## src/rtl/core/rae_pkg.sv

```systemverilog
`timescale 1ns / 1ps
// ----------------------------------------------------------------------------
// rae_pkg
// Shared opcodes, status bit positions and types for the register ALU
// execute block.
// ----------------------------------------------------------------------------
package rae_pkg;

  localparam int unsigned DataW   = 16;
  localparam int unsigned StatusW = 5;
  localparam int unsigned NumRegs = 4;
  localparam int unsigned RegIdxW = 2;

  // Opcodes.
  localparam logic [4:0] OP_LOAD    = 5'd0;
  localparam logic [4:0] OP_STORE   = 5'd1;
  localparam logic [4:0] OP_ADD     = 5'd2;
  localparam logic [4:0] OP_ADDC    = 5'd3;
  localparam logic [4:0] OP_SUB     = 5'd4;
  localparam logic [4:0] OP_SUBC    = 5'd5;
  localparam logic [4:0] OP_AND     = 5'd6;
  localparam logic [4:0] OP_XOR     = 5'd7;
  localparam logic [4:0] OP_COMPL   = 5'd8;
  localparam logic [4:0] OP_SHL     = 5'd9;
  localparam logic [4:0] OP_SHLA    = 5'd10;
  localparam logic [4:0] OP_SHR     = 5'd11;
  localparam logic [4:0] OP_SHRA    = 5'd12;
  localparam logic [4:0] OP_COMPARE = 5'd13;
  localparam logic [4:0] OP_GETSTAT = 5'd14;
  localparam logic [4:0] OP_PUTSTAT = 5'd15;
  // Jumps, call, return, I/O and halt occupy this range.
  localparam logic [4:0] OP_XFER_LO = 5'd16;
  localparam logic [4:0] OP_XFER_HI = 5'd24;
  localparam logic [4:0] OP_NOOP    = 5'd25;

  // Status bit positions.
  localparam int unsigned ST_C = 0;
  localparam int unsigned ST_G = 1;
  localparam int unsigned ST_E = 2;
  localparam int unsigned ST_L = 3;
  localparam int unsigned ST_V = 4;

  typedef enum logic [1:0] {
    OUT_EXEC      = 2'd0,
    OUT_UNHANDLED = 2'd1,
    OUT_INVALID   = 2'd2
  } outcome_e;

  typedef struct packed {
    logic                 wr_en;
    logic [DataW-1:0]     value;
    logic [StatusW-1:0]   status;
    outcome_e             outcome;
  } rae_result_t;

endpackage

```

## src/rtl/core/rae_alu.sv

```systemverilog
`timescale 1ns / 1ps
// ----------------------------------------------------------------------------
// rae_alu
// Combinational decode and execute of one instruction word against the
// destination and source register values and the current status.
// ----------------------------------------------------------------------------
module rae_alu (
  input  logic [15:0]                  instr_i,
  input  logic [rae_pkg::DataW-1:0]    rd_val_i,
  input  logic [rae_pkg::DataW-1:0]    rs_val_i,
  input  logic [rae_pkg::StatusW-1:0]  status_i,
  output rae_pkg::rae_result_t         result_o
);
  import rae_pkg::*;

  logic [4:0]       op;
  logic             imm_flag;
  logic [DataW-1:0] a;
  logic [DataW-1:0] b;
  logic             cin;
  logic [DataW:0]   a17;
  logic [DataW:0]   b17;
  logic [DataW:0]   cin17;
  logic [DataW:0]   sum;
  logic [DataW:0]   sum_c;
  logic [DataW:0]   diff;
  logic [DataW:0]   diff_c;
  logic             lt;
  logic             eq;

  assign op       = instr_i[15:11];
  assign imm_flag = instr_i[8];
  assign a        = rd_val_i;
  assign b        = imm_flag ? {{8{instr_i[7]}}, instr_i[7:0]} : rs_val_i;
  assign cin      = status_i[ST_C];

  // Seventeen bits of the sign-extended operands carry everything needed
  // for the carry flag, which is bit 16 of the extended result.
  assign a17    = {a[DataW-1], a};
  assign b17    = {b[DataW-1], b};
  assign cin17  = {{DataW{1'b0}}, cin};
  assign sum    = a17 + b17;
  assign sum_c  = a17 + b17 + cin17;
  assign diff   = a17 - b17;
  assign diff_c = a17 - b17 - cin17;

  assign lt = $signed(a) < $signed(b);
  assign eq = (a == b);

  always_comb begin
    result_o.value   = a;
    result_o.status  = status_i;
    result_o.outcome = OUT_EXEC;
    unique case (op)
      OP_LOAD: begin
        if (imm_flag) begin
          result_o.value = b;
        end else begin
          result_o.outcome = OUT_UNHANDLED;
        end
      end
      OP_STORE: begin
        result_o.outcome = OUT_UNHANDLED;
      end
      OP_ADD: begin
        result_o.value        = sum[DataW-1:0];
        result_o.status[ST_C] = sum[DataW];
        result_o.status[ST_V] = (a[DataW-1] == b[DataW-1]) &&
                                (sum[DataW-1] != a[DataW-1]);
      end
      OP_ADDC: begin
        result_o.value        = sum_c[DataW-1:0];
        result_o.status[ST_C] = sum_c[DataW];
      end
      OP_SUB: begin
        result_o.value        = diff[DataW-1:0];
        result_o.status[ST_C] = diff[DataW];
        result_o.status[ST_V] = (a[DataW-1] != b[DataW-1]) &&
                                (diff[DataW-1] != a[DataW-1]);
      end
      OP_SUBC: begin
        result_o.value        = diff_c[DataW-1:0];
        result_o.status[ST_C] = diff_c[DataW];
      end
      OP_AND: begin
        result_o.value = a & b;
      end
      OP_XOR: begin
        result_o.value = a ^ b;
      end
      OP_COMPL: begin
        result_o.value = ~a;
      end
      OP_SHL: begin
        result_o.value        = {a[DataW-2:0], 1'b0};
        result_o.status[ST_C] = a[DataW-1];
      end
      OP_SHLA: begin
        result_o.value        = {a[DataW-1], a[DataW-3:0], 1'b0};
        result_o.status[ST_C] = a[DataW-1];
      end
      OP_SHR: begin
        result_o.value        = {1'b0, a[DataW-1:1]};
        result_o.status[ST_C] = a[0];
      end
      OP_SHRA: begin
        result_o.value        = {a[DataW-1], a[DataW-1:1]};
        result_o.status[ST_C] = a[0];
      end
      OP_COMPARE: begin
        result_o.status[ST_L] = lt;
        result_o.status[ST_E] = eq;
        result_o.status[ST_G] = !lt && !eq;
      end
      OP_GETSTAT: begin
        result_o.value = {{(DataW-StatusW){1'b0}}, status_i};
      end
      OP_PUTSTAT: begin
        result_o.status = a[StatusW-1:0];
      end
      OP_NOOP: begin
        result_o.value = a;
      end
      default: begin
        if (op >= OP_XFER_LO && op <= OP_XFER_HI) begin
          result_o.outcome = OUT_UNHANDLED;
        end else begin
          result_o.outcome = OUT_INVALID;
        end
      end
    endcase
    result_o.wr_en = (result_o.outcome == OUT_EXEC);
    if (!result_o.wr_en) begin
      result_o.value  = a;
      result_o.status = status_i;
    end
  end

endmodule

```

## src/rtl/core/register_alu_execute_16bit.sv

```systemverilog
`timescale 1ns / 1ps
// ----------------------------------------------------------------------------
// register_alu_execute_16bit
// Execute stage of a small register machine with four 16-bit registers and
// a 5-bit status word.
// ----------------------------------------------------------------------------
// An instruction transaction is registered on acceptance and executed once the
// output register can take its result, when the register file and status are
// written back and the result lands in the output register. One instruction is
// accepted every cycle as long as results are taken; the rate is set by the
// register-file and status writeback, which lets each instruction see the
// state left by the one before it. Registers and status reset to zero.
module register_alu_execute_16bit (
  input  logic                       clk_i,
  input  logic                       rst_ni,
  input  logic                       in_valid_i,
  output logic                       in_ready_o,
  input  logic [15:0]                instr_i,
  output logic                       out_valid_o,
  input  logic                       out_ready_i,
  output logic signed [15:0]         dest_value_o,
  output logic [4:0]                 status_flags_o,
  output logic [1:0]                 outcome_o
);
  import rae_pkg::*;

  logic                  s1_valid_q;
  logic [15:0]           instr_q;
  logic                  out_valid_q;
  logic [DataW-1:0]      dest_value_q;
  logic [StatusW-1:0]    status_flags_q;
  outcome_e              outcome_q;
  logic [DataW-1:0]      reg_file_q [NumRegs];
  logic [StatusW-1:0]    status_q;
  logic                  s1_advance;
  logic                  in_accept;
  logic [RegIdxW-1:0]    rd_idx;
  logic [RegIdxW-1:0]    rs_idx;
  rae_result_t           result;

  assign s1_advance = s1_valid_q && (!out_valid_q || out_ready_i);
  assign in_ready_o = !s1_valid_q || s1_advance;
  assign in_accept  = in_valid_i && in_ready_o;

  assign rd_idx = instr_q[10:9];
  assign rs_idx = instr_q[7:6];

  rae_alu u_alu (
    .instr_i  (instr_q),
    .rd_val_i (reg_file_q[rd_idx]),
    .rs_val_i (reg_file_q[rs_idx]),
    .status_i (status_q),
    .result_o (result)
  );

  always_ff @(posedge clk_i or negedge rst_ni) begin
    if (!rst_ni) begin
      s1_valid_q  <= 1'b0;
      out_valid_q <= 1'b0;
      status_q    <= '0;
      for (int i = 0; i < NumRegs; i++) begin
        reg_file_q[i] <= '0;
      end
    end else begin
      if (in_ready_o) begin
        s1_valid_q <= in_valid_i;
      end
      if (s1_advance) begin
        out_valid_q <= 1'b1;
        status_q    <= result.status;
        if (result.wr_en) begin
          reg_file_q[rd_idx] <= result.value;
        end
      end else if (out_ready_i) begin
        out_valid_q <= 1'b0;
      end
    end
  end

  always_ff @(posedge clk_i) begin
    if (in_accept) begin
      instr_q <= instr_i;
    end
    if (s1_advance) begin
      dest_value_q   <= result.value;
      status_flags_q <= result.status;
      outcome_q      <= result.outcome;
    end
  end

  assign out_valid_o    = out_valid_q;
  assign dest_value_o   = $signed(dest_value_q);
  assign status_flags_o = status_flags_q;
  assign outcome_o      = outcome_q;

endmodule

```

## config.mk

```make
export PLATFORM = sky130hd
export DESIGN_NAME = register_alu_execute_16bit
export DESIGN_NICKNAME = d
export VERILOG_FILES = /design/src/rtl/core/rae_pkg.sv /design/src/rtl/core/rae_alu.sv /design/src/rtl/core/register_alu_execute_16bit.sv
export SDC_FILE = /design/constraint.sdc
export NUM_CORES = 1
export LEC_CHECK = 0
export BUFFER_PORTS_ARGS = -buffer_cell sky130_fd_sc_hd__buf_2
export CAP_MARGIN = 30
export CORE_MARGIN = 2
export CORE_UTILIZATION = 63
export CTS_CLUSTER_DIAMETER = 60
export DETAILED_ROUTE_END_ITERATION = 8
export GPL_ROUTABILITY_DRIVEN = 0
export GPL_TIMING_DRIVEN = 0
export HOLD_SLACK_MARGIN = 0.02
export PLACE_DENSITY = 0.83
export RECOVER_POWER = 50
export SLEW_MARGIN = 20
export SYNTH_ARGS = -nofsm -noshare
export SYNTH_HDL_FRONTEND = slang
export SYNTH_HIERARCHICAL = 1
export SYNTH_SLANG_ARGS = --single-unit
```

## constraint.sdc

```tcl
create_clock -name clk_i -period 5.78 [get_ports clk_i]
set_input_delay 0.867 -clock clk_i [delete_from_list [all_inputs] [get_ports clk_i]]
set_output_delay 0.867 -clock clk_i [all_outputs]
set_load 0.01 [all_outputs]
```

==> metrics.md <==
| Metric | Value |
|---|---|
| Adder-Cell Fraction of Synth Area | `5.60%` |
| Vias in the first global route | `8226` |
| Antenna violations before repair | `0` |
| CP Launch Type | `flop` |
| Switching Power | `2.98 mW` |
| Global-route wire length before repair | `45200 um` |
| Outcome | `complete, but fails checks` |
| Main combinational cell family by area after synthesis | `compound AO/OA/AOI/OAI gates` |
| Int Pwr | `2.99 mW` |
| Synthesis-to-finish area growth | `8.31%` |
| Complex-gate fraction of the synthesized area | `18.7%` |
| Synth area leaders | `dfrtp_1, edfxtp_1, mux2_2` |
| Setup repair bufs after CTS | `0` |
| Remaining antenna violation count after routing | `0` |
| WP data arrival | `5.79 ns` |
| Sequential power share | `22.0%` |
| Worst Hold Class | `input pin to asynchronous set/reset pin` |
| Fin Hold WS | `0.526 ns` |
| Top cells by count, synth | `dfrtp_1, mux2_2, nor2_1` |
| Post-synth cell types | `91` |
| Total track usage | `36.6%` |
| # rows | `44` |
| Syn Area/Cell | `9.89 um^2` |
| IO Count | `45` |
| Cts bufs inserted | `9` |
| Post-synth top area share | `19.3%` |
| Layout Nets | `1048` |
| Core area | `14400 um^2` |
| Post-synthesis mux area share | `17.9%` |
| Count leader, synth | `dfrtp_1` |
| Clock Sinks | `110` |
| IO buf count | `44` |
| CP max FO | `10` |
| Fraction of the cycle the final worst path needs | `95.2%` |
| Die height | `125 um` |
| Worst Path Required | `6.07 ns` |
| Worst-case clock buffer depth | `2` |
| Layout cells sized above 1 | `19.1%` |
| Later-pin clock latency in the skew report | `0.35 ns` |
| Die X | `125 um` |
| Asr flop ratio synth | `64.5%` |
| Worst Max-Slew Pin Slew | `3.21 ns` |
| Peak VDD IR | `0.318 mV` |
| Via density | `7.28` |
| Net Sw Frac | `49.9%` |
| #FFs+latches synth | `110` |
| Pin count of the biggest net entering global routing | `60` |
| Post-Route WL | `28300 um` |
| Top delay family on crit path | `compound AO/OA/AOI/OAI gates` |
| Final hold vios | `0` |
| DRC viols | `9` |
| CTS tree | `done` |
| Crit end category | `flop` |
| Slew Limit Fails | `60` |
| Synth Net Count | `990` |
| GRT Residual Overflow | `0` |
| CTS clock-pin slew for the worst setup and hold paths | `0.07 ns` |
| Lkg Pwr | `3.83 nW` |
| Sum Neg Setup Slack | `0 ns` |
| EDFF count, synth | `39` |
| Fmax | `0.182 GHz` |
| Period minus WS final | `5.50 ns` |
| Vias | `8564` |
| Largest stage delay, worst path | `0.58 ns` |
| Relative slew slack | `-114%` |
| Max-capacitance violation count | `1` |
| Post-synthesis cell count | `930` |
| Pwr dens | `599 nW/um^2` |
| Fillers | `1113` |
| Netlist Area Pre-Place | `9200 um^2` |
| Worst path most repeated cell | `buf_2` |
| Share of synthesized area occupied by flip-flops and latches | `32.0%` |
| CP cell instances | `buf_2 -> buf_2 -> mux4_2 -> a21boi_1 -> ha_1 -> buf_2 -> nor3b_1 -> a2111oi_2 -> nand3b_1 -> a21o_1 -> nor4b_4 -> nand4_1 -> o311a_1 -> a31oi_1 -> mux2_2` |
| Simple logic cell fraction of the synthesized area | `17.1%` |
| Die ar. | `15600 um^2` |
| First DRT Iteration DRCs | `1234` |
| WP buf/inv | `3` |
| H-tree depth | `3` |
| Gate power share | `67.0%` |
| Layout Skew | `0.00947 ns` |
| XOR/XNOR share of the synthesized area | `3.79%` |
| RSZ-0062 raised after global routing | `false` |
| Starting Density | `63.8%` |
| Pre-antenna DRT Iters | `9` |
| Clk root buf | `clkbuf_16` |
| Failing checks | `DRC, capacitance limit, slew limit` |
| Synth warn | `6` |
| Clock power share | `11.0%` |
| Diodes inserted | `0` |
| Main synth FF type | `dfrtp_1` |
| Setup Viol. Count Final | `0` |
| Post-DP HPWL | `20400 um` |
| Critical Path Slowest Stage Cell | `mux4_2` |
| Crit Path Category | `flop to flop` |
| Drt wl/cell | `24.1 um` |
| Cell accounting for the most synthesized area | `dfrtp_1` |
## registers in the layout (all words and copies together) (netlist names)
name / flops
dest_value_o: 16
instr_q: 16
out_valid_o: 1
outcome_o: 2
reg_file_q: 64
s1_valid_q: 1
status_flags_o: 5
status_q: 5
## area by class of cell
type                       count  area (um^2)  share of cell area, %
clock buffer                  12          268                   2.69
buffer                        58          298                   2.99
tap                          184          230                   2.31
timing repair buffer          47          211                   2.12
multi-input combinational    724         5810                   58.3
clock inverter                 4         58.8                  0.590
inverter                      38          143                   1.43
sequential                   110         2950                   29.6
## kinds of logic (layout without fill, tap and decap cells)
| group | after synthesis | in the layout |
|---|---|---|
| AO/OA/AOI/OAI | 248 | 248 |
| multiplexers | 116 | 116 |
| AND/OR/NAND/NOR | 281 | 281 |
| adder cells (fa/ha/maj) | 40 | 40 |
| XOR/XNOR | 39 | 39 |
| flip-flops | 110 | 110 |
| buffers and inverters | 96 | 159 |
## through the flow
stage	utilization, %	std cells	total power, mW	area, um^2	setup WS (ns)
after CTS	69.4	1175	5.82	10000	0.228
final	69.1	1177	5.97	9970	0.280
after global routing	69.1	1177	6.32	9970	0.120
after detailed placement	67.1	1159	5.10	9680	0.333
after global placement	66.9	1158	5.00	9650	0.470
after floorplan	-	930	4.16	9200	1.43
## worst paths after layout
| check | start | end | slack [ns] | cells past startpoint |
|---|---|---|---|---|
| worst max-delay path | instr_q[6]$_DFFE_PP_ | reg_file_q[60]$_DFFE_PN0P_ | 0.28 | 15 |
| worst min-delay path | rst_ni | reg_file_q[58]$_DFFE_PN0P_ | 0.53 | 1 |
| worst max register to register | instr_q[6]$_DFFE_PP_ | reg_file_q[60]$_DFFE_PN0P_ | 0.28 | 15 |
| worst min register to register | reg_file_q[26]$_DFFE_PN0P_ | reg_file_q[26]$_DFFE_PN0P_ | 0.53 | 1 |
| max in group asynchronous | rst_ni | reg_file_q[48]$_DFFE_PN0P_ | 1.78 | 2 |
| min in group clk_i | reg_file_q[26]$_DFFE_PN0P_ | reg_file_q[26]$_DFFE_PN0P_ | 0.53 | 1 |
## what timing repair did
action,in CTS,in global routing
gates resized for setup,0,5
hold buffers,0,0
setup endpoints to repair,0,18
## power groups by stage
stage	Combinational, mW	Clock [mW]	Sequential, mW
after CTS	3.85	0.664	1.30
after floorplan	2.90	0	1.25
after global placement	3.73	0	1.27
after detailed placement	3.80	0	1.30
final	4.00	0.657	1.31
after global routing	4.28	0.698	1.34
## metal layers
layer  vias up  global-route usage, %  part of all wire, %
met5         -                      0                    0
met4         0                   17.3                  5.3
met3       157                   8.76                   12
met2       657                   54.7                   44
met1      4076                   50.7                   39
li1       3674                      -                    -
## layout by cell type, fill, tap and decap left out, types with 11 or more instances in the layout
cell type  Yosys  layout
dfrtp_1       71      71
mux2_2        67      67
nor2_1        64      64
a21oi_1       63      62
clkbuf_1      33      61
nand2_1       54      54
o21ai_0       41      41
edfxtp_1      39      39
ha_1          38      38
inv_1         34      34
mux4_2        32      32
xnor2_1       29      29
nand3_1       27      27
buf_2          6      25
nor3_1        24      24
or3_1         17      17
mux2i_1       15      15
a31oi_1       16      15
nor2b_1       10      11
nand2b_1      11      11
nand4_1       11      11
a221oi_1      11      11
Power figures use the tool's default switching activity.
